**src/hdl/dtim_pkg.sv**
```systemverilog
// Package for the digest-to-id table: operation codes, key and id types,
// the link record passed between neighboring slots, and the result record.
// No dependencies.
`default_nettype none
package dtim_pkg;

	localparam int ENTRIES_DEF = 64;
	localparam int ID_W        = 16;
	localparam int CNT_OUT_W   = 7;

	typedef enum logic [1:0] {
		OP_INSERT = 2'd0,
		OP_LOOKUP = 2'd1,
		OP_CLEAR  = 2'd2,
		OP_NOP    = 2'd3
	} op_t;

	typedef struct packed {
		logic [63:0] hi;
		logic [63:0] mid;
		logic [31:0] lo;
	} key_t;

	// Running search state handed from one slot to the next.
	typedef struct packed {
		logic            tok;
		logic            found;
		logic [ID_W-1:0] fid;
		logic            claimed;
	} link_t;

	typedef struct packed {
		logic                 found;
		logic [ID_W-1:0]      fid;
		logic                 full;
		logic [CNT_OUT_W-1:0] cnt;
	} res_t;

endpackage
`default_nettype wire

```
**src/hdl/dtim_slot.sv**
```systemverilog
// One slot of the table: holds a digest, its id and a valid bit, and
// updates the search record as the token passes. Depends on dtim_pkg.
`default_nettype none
module dtim_slot import dtim_pkg::*; (
	input  wire logic            clk,
	input  wire logic            arst_n,
	input  wire link_t           link_in,
	input  wire op_t             op,
	input  wire key_t            key,
	input  wire logic [ID_W-1:0] id,
	output link_t                link_out
);

	logic            vld_q;
	key_t            key_q;
	logic [ID_W-1:0] id_q;
	link_t           link_q;
	logic            hit;
	logic            claim;
	logic            wipe;

	// Valid slots always form a prefix, so the first free slot reached
	// without a hit is the lowest free one and no later slot can match.
	always_comb begin
		hit   = link_in.tok && vld_q && (key_q == key) && !link_in.found &&
			(op == OP_INSERT || op == OP_LOOKUP);
		claim = link_in.tok && (op == OP_INSERT) && !vld_q &&
			!link_in.found && !link_in.claimed;
		wipe  = link_in.tok && (op == OP_CLEAR);
	end

	always_ff @(posedge clk or negedge arst_n) begin
		if (!arst_n) begin
			vld_q  <= 1'b0;
			link_q <= '0;
		end else begin
			if (wipe)
				vld_q <= 1'b0;
			else if (claim)
				vld_q <= 1'b1;
			link_q.tok     <= link_in.tok;
			link_q.found   <= link_in.found | hit;
			link_q.fid     <= hit ? id_q : link_in.fid;
			link_q.claimed <= link_in.claimed | claim;
		end
	end

	always_ff @(posedge clk) begin
		if (claim)
			key_q <= key;
		if (claim || (hit && op == OP_INSERT))
			id_q <= id;
	end

	assign link_out = link_q;

endmodule
`default_nettype wire

```
**config.mk**
```make
export PLATFORM = sky130hd
export DESIGN_NAME = dtim_slot
export DESIGN_NICKNAME = d
export VERILOG_FILES = /design/src/hdl/dtim_pkg.sv /design/src/hdl/dtim_slot.sv
export SDC_FILE = /design/constraint.sdc
export NUM_CORES = 1
export LEC_CHECK = 0
export BUFFER_PORTS_ARGS = -buffer_cell sky130_fd_sc_hd__buf_2
export CAP_MARGIN = 40
export CORE_MARGIN = 3
export CORE_UTILIZATION = 45
export CTS_CLUSTER_DIAMETER = 80
export DETAILED_ROUTE_END_ITERATION = 10
export PLACE_DENSITY_LB_ADDON = 0.12
export SLEW_MARGIN = 25
export SYNTH_ARGS = -nofsm -noshare
export SYNTH_HDL_FRONTEND = slang
export SYNTH_SLANG_ARGS = --single-unit
```
**constraint.sdc**
```tcl
create_clock -name clk -period 19.2 [get_ports clk]
set_input_delay 0.96 -clock clk [delete_from_list [all_inputs] [get_ports clk]]
set_output_delay 0.96 -clock clk [all_outputs]
set_load 0.01 [all_outputs]
```
==> results of run 1 <==
## where the power goes
group / switching [W] / internal [W] / leakage [nW]
clock network: 0.000153 / 0.000232 / 0.309
registers: 0.00000360 / 0.000475 / 1.82
logic: 0.0000287 / 0.0000296 / 1.83
total: 0.000185 / 0.000737 / 3.96
## sequential cells by signal (all words and copies together) (netlist names)
signal	cells
id_q	16
link_out	19
key_q	160
vld_q	1
## critical path: cells and delay by family
family          cells  cell delay [ns]
simple gates        4             1.21
buf+inv             3             0.71
compound gates      2             0.32
## per-stage QoR
stage	power (W)	worst slack, ns	hold WS, ns
floorplan	0.000511	10.30	0.432
detailed placement	0.000547	15.45	0.455
CTS	0.000934	15.91	0.484
global route	0.000958	16.00	0.493
finish	0.000922	16.10	0.477
global placement	0.000544	15.29	0.447
## synth_stat cells
library cell and instances:
nor2b_1 30, edfxtp_1 176, or4_1 3, nor2_1 2, a221oi_1 1, mux2_2 6
nand2_1 4, o32ai_1 1, a22o_1 1, o2111a_1 3, o22ai_1 3, o2111ai_1 2
a31oi_1 1, or4_4 1, mux2_4 9, a2111oi_0 9, nand2b_1 18, xor2_1 121
mux2_1 1, dfrtp_1 20, a21oi_1 1, nand4_4 1, nor3_1 2, nor4_1 33
nor4_4 1, xnor2_1 4, inv_1 17, buf_6 1, nand3_1 1, nand4_1 13
## layout make-up
cell class              count  area (µm²)
repair buffers            225        1170
fillers                  1419        7270
inverters                  17        63.8
flip-flops and latches    196        5790
well taps                 225         282
clock buffers              20         437
clock inverters            12         203
multi-input cells         272        2210
## metal layers
layer,up-vias,GRT usage [%]
met3,20,6.19
met1,2293,22.7
li1,2308,-
met4,6,4.69
met2,143,28.0
met5,-,0
## worst paths after layout
| kind | to | slack (ns) | start |
|---|---|---|---|
| max reg2reg | link_out[16] | 16.36 | key_q[131] |
| max in group asynchronous | link_out[3] | 18.38 | arst_n |
| min reg2reg | link_out[16] | 0.48 | id_q[15] |
| min in group clk | link_out[16] | 0.48 | id_q[15] |
| min | link_out[9] | 0.48 | arst_n |
| max | id_q[2] | 16.10 | key[24] |
## cell families (layout without fill, tap and decap cells)
group / Yosys count / after routing / synth area share, %
AO/OA/AOI/OAI: 22 / 22 / 2.31
XOR/XNOR: 125 / 125 / 13.6
buffers and inverters: 18 / 274 / 0.932
flip-flops: 196 / 196 / 71.8
multiplexers: 16 / 16 / 2.66
AND/OR/NAND/NOR: 109 / 109 / 8.71
==> impl_results.md, run 1 <==
* Outcome: complete, no violations
* Clk_lat worst skew at roughly 0.42 ns
* Crit path max fanout at 16
* Die Y at 140 µm
* H-tree Lvls at 4
* Seq/Total Area, Yosys at 71.8%
* Max frequency at 323 MHz
* Leading area contributor after synthesis: edfxtp_1
* Vias in the first global route at 5069
* Global Route Usage Sum at between 15 and 20%
* Tmin final at 3.10 ns
* Yosys warns at 0
* Chip width at 140 µm
* Final HPWL DP at 12900 µm
* Metal-1 WL at ~7200 µm
* Via density at approximately 5
* Cell depth of the worst flop-to-flop path at 6
* Yosys reg bits at 196
* Post-CTS Resized at 0
* Max cap viols at 0
* Min-Delay Path Class: in -> async
* Die area at 19500 µm²
* Syn_area_per_cell at 16.6 µm²
* CP endpoint kind: flop
* Hold Buf Count CTS at 0
* Wirelength per Cell at 17.4 µm
* Met2 routed WL at 8190 µm
* Area Overhead vs Synth at 26.0%
* Leak at 3.96 nW
* Req. time, crit path at 19.31 ns
* Synth top area cells: edfxtp_1 66%, xor2_1 13%, dfrtp_1 6.2%
* # rows at 48
* Largest net degree at the start of global routing at 48
* Worst-path cell chain: buf_2 -> nand2b_1 -> o2111ai_1 -> or4_1 -> nor4_1 -> clkdlybuf4s18_2 -> nand4_1 -> o32ai_2 -> buf_4
* Post-DP Area at 9510 µm²
* Rel. slew slack at 47.1%
* Post-route DRC violation count at 0
* Max clock buf depth at 2
* Design area at 10100 µm²
* Hold Fails Final Rpt at 0
* Final ANT Viol Nets at 0
* First-pass iteration count of the detailed router at 5
* Worst EP arrival at 3.21 ns
* Highest-count cells in the layout ignoring fill and taps: 217 x buf_2, 176 x edfxtp_1, 121 x xor2_1
* Setup violators final at 0
* Pwr/cell area at 90.8 nW/µm²
* Setup crit start kind: input port
* Top Metal Used: met5
* Slowest-stage cell, CP: or4_1
* Port-buffer cells at approximately 220
* Initial antenna violation count at 3
* Mapped Area at ~8000 µm²
* Critical path class: in -> reg
* IO Count at 218
* Post-placement cell count at 934
* Worst Skew at 0.0107 ns
* Core area at ~17000 µm²
* Setup TNS at 0 ns
* Critical path's largest stage delay at 0.60 ns
* Clk sinks at 196
* Initial core utilization at 46.3%
* First-pass GRT wire length at 26600 µm
* Final Util at 58.3%
* Commonest non-fill, non-tap cell in the layout: buf_2
* Final GP Congestion at 0.776
* # nets final at 928
* CTS tree: built
* Post-synthesis cell type count at 30
* Syn Inst Count at about 490
* Final Non-Filler Cells at 967
* Final Max Slew Viols at 0
* Post CTS Setup Buffer Count at 0
* Met3 WL post-DR at ~1200 µm
* Share of layout cells above drive strength 1 at 36.8%
* Peak VDD IR at between 0.06 and 0.07 mV
* Via count at between 4000 and 5000
* Antenna diodes at 0
* Initial DRC count at 200
* Final period util at 16.1%
* Worst-margin pin slew at 0.774 ns
* Num CTS Buffers at 17
* RSZ-0062 raised after global routing: false
* Clk slew on worst S/H paths at about 0.070 ns
* Global route overflow at 0
* Total Wirelength at 16800 µm
* Syn_nets at slightly below 700
* Synth top area share at 65.6%
* Clk root buf: clkbuf_16
Power figures use the tool's default switching activity.
==> run 2: changes to the inputs <==
==> constraint.sdc (replaced) <==
create_clock -name clk -period 2.5 [get_ports clk]
set_input_delay 0.125 -clock clk [delete_from_list [all_inputs] [get_ports clk]]
set_output_delay 0.125 -clock clk [all_outputs]
set_load 0.01 [all_outputs]
==> run 2 against run 1 <==
The flow now stops in clock tree synthesis. Synthesized area unchanged. Synthesized cell count unchanged.
==> impl_results.md, run 2 <==
* Syn Inst Count at 486
* Clk sinks at roughly 200
* Post-synth ARST share at between 10% and 20%
* Leading area contributor after synthesis: edfxtp_1
* Initial core utilization at 46.3%
* Chip width at 140 µm
* Post-synth top flop: edfxtp_1
* # rows at 48
* Synth top cells by count: 176 x edfxtp_1, 121 x xor2_1, 33 x nor4_1
* H-tree Lvls at 4
* IO Count at 218
* Port-buffer cells at 217
* Count leader, synth: edfxtp_1
* Synth top area share at 65.6%
* Seq/Total Area, Yosys at a little under three quarters
* Post-synthesis cell type count at 30
* Clk root buf: clkbuf_16
* Final GP Congestion at 0.815
* Yosys reg bits at between 150 and 200
* Post CTS Setup Buffer Count at 0
* Mapped Area at 8060 µm²
* Stop stage: clock tree synthesis
* Post-synth EDFFs at 176
* Final HPWL DP at 13200 µm
* First error: [ERROR RSZ-0060] Max buffer count reached.
* Post-CTS Resized at 7
* Hold Buf Count CTS at 197
* Max clock buf depth at 2
* Outcome: aborted with a tool error
* Die Y at 140 µm
* Synth top area cells: edfxtp_1 66%, xor2_1 13%, dfrtp_1 6.2%
* Post-placement cell count at 951
* Syn_nets at 685
* Num CTS Buffers at 17
* Yosys warns at 0
* Syn_area_per_cell at 16.6 µm²
* Post-DP Area at 9690 µm²
-- run 2: cell counts after synthesis --
Identical to the previous run, type by type.
-- run 2: stage by stage --
stage / utilization (%) / TNS [ns] / setup WS (ns)
floorplan: - / -212.85 / -1.21
global placement: 55.6 / -9.89 / -0.424
detailed placement: 55.6 / -8.55 / -0.382
-- run 2: cell families after synthesis --
kind of cell	count (synthesis)	synth area share, %
flip-flops	196	71.8
XOR/XNOR	125	13.6
AND/OR/NAND/NOR	109	8.71
AO/OA/AOI/OAI	22	2.31
buffers and inverters	18	0.932
multiplexers	16	2.66
==> run 3: changes to the inputs <==
--- a/config.mk
+++ b/config.mk
@@ -8,10 +8,9 @@
 export BUFFER_PORTS_ARGS = -buffer_cell sky130_fd_sc_hd__buf_2
 export CAP_MARGIN = 40
 export CORE_MARGIN = 3
-export CORE_UTILIZATION = 45
-export CTS_CLUSTER_DIAMETER = 80
+export CORE_UTILIZATION = 30
 export DETAILED_ROUTE_END_ITERATION = 10
-export PLACE_DENSITY_LB_ADDON = 0.12
+export PLACE_DENSITY_LB_ADDON = 0.15
 export SLEW_MARGIN = 25
 export SYNTH_ARGS = -nofsm -noshare
 export SYNTH_HDL_FRONTEND = slang
==> constraint.sdc (replaced) <==
create_clock -name clk -period 3.2 [get_ports clk]
set_input_delay 0.16 -clock clk [delete_from_list [all_inputs] [get_ports clk]]
set_output_delay 0.16 -clock clk [all_outputs]
set_load 0.01 [all_outputs]
==> run 3 against run 2 <==
The flow now finishes without violations.
==> impl_results.md, run 3 (synthesis gave the netlist of run 1 again) <==
* Routing usage on met1 at ~18%
* Via density at 4.35
* Slowest-stage cell, CP: dlygate4sd3_1
* H-tree Lvls at 4
* Area Overhead vs Synth at 52.5%
* Worst-margin pin slew at 0.807 ns
* Num CTS Buffers at 17
* Commonest non-fill, non-tap cell in the layout: buf_2
* Layer with the highest usage: met2
* Final HPWL DP at between 10000 and 15000 µm
* Outcome: complete, no violations
* Setup violators final at 0
* Clk sinks at 196
* PnR worst setup slack at approximately 0.31 ns
* First-pass iteration count of the detailed router at 4
* Worst-path cell chain: dlygate4sd3_1 -> buf_2 -> xnor2_1 -> nand4_1 -> or4_1 -> nor4_2 -> buf_4 -> nand4_1 -> o32ai_2 -> buf_4
* Initial antenna violation count at 0
* CP endpoint kind: flop
* # nets final at 1127
* RSZ-0062 raised after global routing: false
* Worst path top cell family by delay: simple AND/OR/NAND/NOR gates
* Grt met2 use at 24.1%
* Max FFs per register at 160
* Tmin final at 2.89 ns
* Critical path's largest stage delay at between 0.5 and 0.6 ns
* Initial core utilization at 30.7%
* Post-route DRC violation count at 0
* Pre-CTS setup slack at 0.130 ns
* Setup crit start kind: input port
* Clk root buf: clkbuf_16
* Max frequency at 346 MHz
* Die Y at 170 µm
* Top reg by flops: key_q
* First-pass GRT wire length at 31700 µm
* Min-Delay Path Class: in -> reg
* Max cap viols at 0
* Max clock buf depth at 2
* Total Wirelength at 20600 µm
* Final period util at 90.2%
* Via count at 5550
* IO Count at around 220
* Leak at 4.79 nW
* Worst EP arrival at 3.02 ns
* Worst Skew at 0.0213 ns
* Clk_lat worst skew at 0.44 ns
* Req. time, crit path at ~3.3 ns
* Highest-count cells in the layout ignoring fill and taps: 217 x buf_2, 198 x dlygate4sd3_1, 176 x edfxtp_1
* Pwr/cell area at 461 nW/µm²
* Wirelength per Cell at 16.2 µm
* Initial DRC count at 324
* Final GP Congestion at 0.779
* Largest net degree at the start of global routing at 55
* Crit path max fanout at 16
* Port-buffer cells at ~220
* Vias in the first global route at approximately 6000
* Global Route Usage Sum at 14.2%
* Die area at 28900 µm²
* Chip width at 170 µm
* Share of layout cells above drive strength 1 at 29.8%
* Peak VDD IR at 0.264 mV
* Rel. slew slack at 44.8%
* Core area at roughly 26000 µm²
* Hold Fails Final Rpt at 0
* Bufs and invs on worst path at 4
* Met3 Usage GRT at 3.39%
* CTS tree: built
* Clk slew on worst S/H paths at 0.09 ns
* # rows at 59
* Final ANT Viol Nets at 0
* Final Max Slew Viols at 0
* Global route overflow at 0
* Pwr Total at about 0.0057 W
* Critical path class: in -> reg
[run 3: worst paths after layout]
path / from / cells past startpoint / endpoint / slack (ns)
worst min register to register: id_q[15] / 1 / link_out[16] / 0.46
min in group asynchronous: arst_n / 2 / link_out[7] / 0.19
max in group asynchronous: arst_n / 2 / link_out[18] / 2.68
worst max-delay path: key[71] / 10 / id_q[11] / 0.31
worst min-delay path: op[0] / 3 / link_out[0] / 0.08
worst max register to register: key_q[52] / 8 / id_q[11] / 0.37
[run 3: what timing repair did]
action	in CTS	in global routing
endpoints found under the hold margin	216	0
hold buffers	198	0
endpoints found under the setup margin	0	32
gates resized for setup	0	1
buffers inserted	0	0
[run 3: final cells by class]
cell class              count  area, µm²
diodes                      1       2.50
clock buffers              17        425
clock inverters            15        194
fillers                  2328      13900
inverters                  17       63.8
multi-input cells         272       2220
flip-flops and latches    196       5790
well taps                 335        419
repair buffers            424       3170
[run 3: worst reg2reg max path: stages, from the launching register on]
cell      delay [ns]
edfxtp_1        0.39
xnor2_1         0.15
nand4_1         0.13
or4_1           0.51
nor4_2          0.50
buf_4           0.23
nand4_1         0.10
o32ai_2         0.22
buf_4           0.29
[run 3: per-layer routing]
| metal | routed length [µm] | part of all wire (%) |
|---|---|---|
| met5 | 0 | 0 |
| met2 | 10100 | 49 |
| met1 | 9130 | 44 |
| met4 | 403 | 2.0 |
| met3 | 950 | 4.6 |
[run 3: metrics by stage]
stage | hold slack [ns] | instances | utilization, % | area [µm²] | TNS [ns]
after floorplan | -0.136 | 486 | - | 8070 | -87.98
after CTS | 0.0624 | 1276 | 46.8 | 12300 | 0
after detailed placement | 0.141 | 1046 | 36.9 | 9680 | 0
final | 0.0832 | 1277 | 46.9 | 12300 | 0
after global placement | 0.132 | 1046 | 36.9 | 9680 | 0
after global routing | 0.0780 | 1276 | 46.9 | 12300 | 0
[run 3: where the power goes]
group / leakage [nW] / internal (W) / total (W) / switching [W]
Sequential: 1.82 / 0.00285 / 0.00287 / 0.0000222
Combinational: 2.67 / 0.000339 / 0.000557 / 0.000218
Clock: 0.301 / 0.00108 / 0.00223 / 0.00115
Total: 4.79 / 0.00427 / 0.00566 / 0.00139
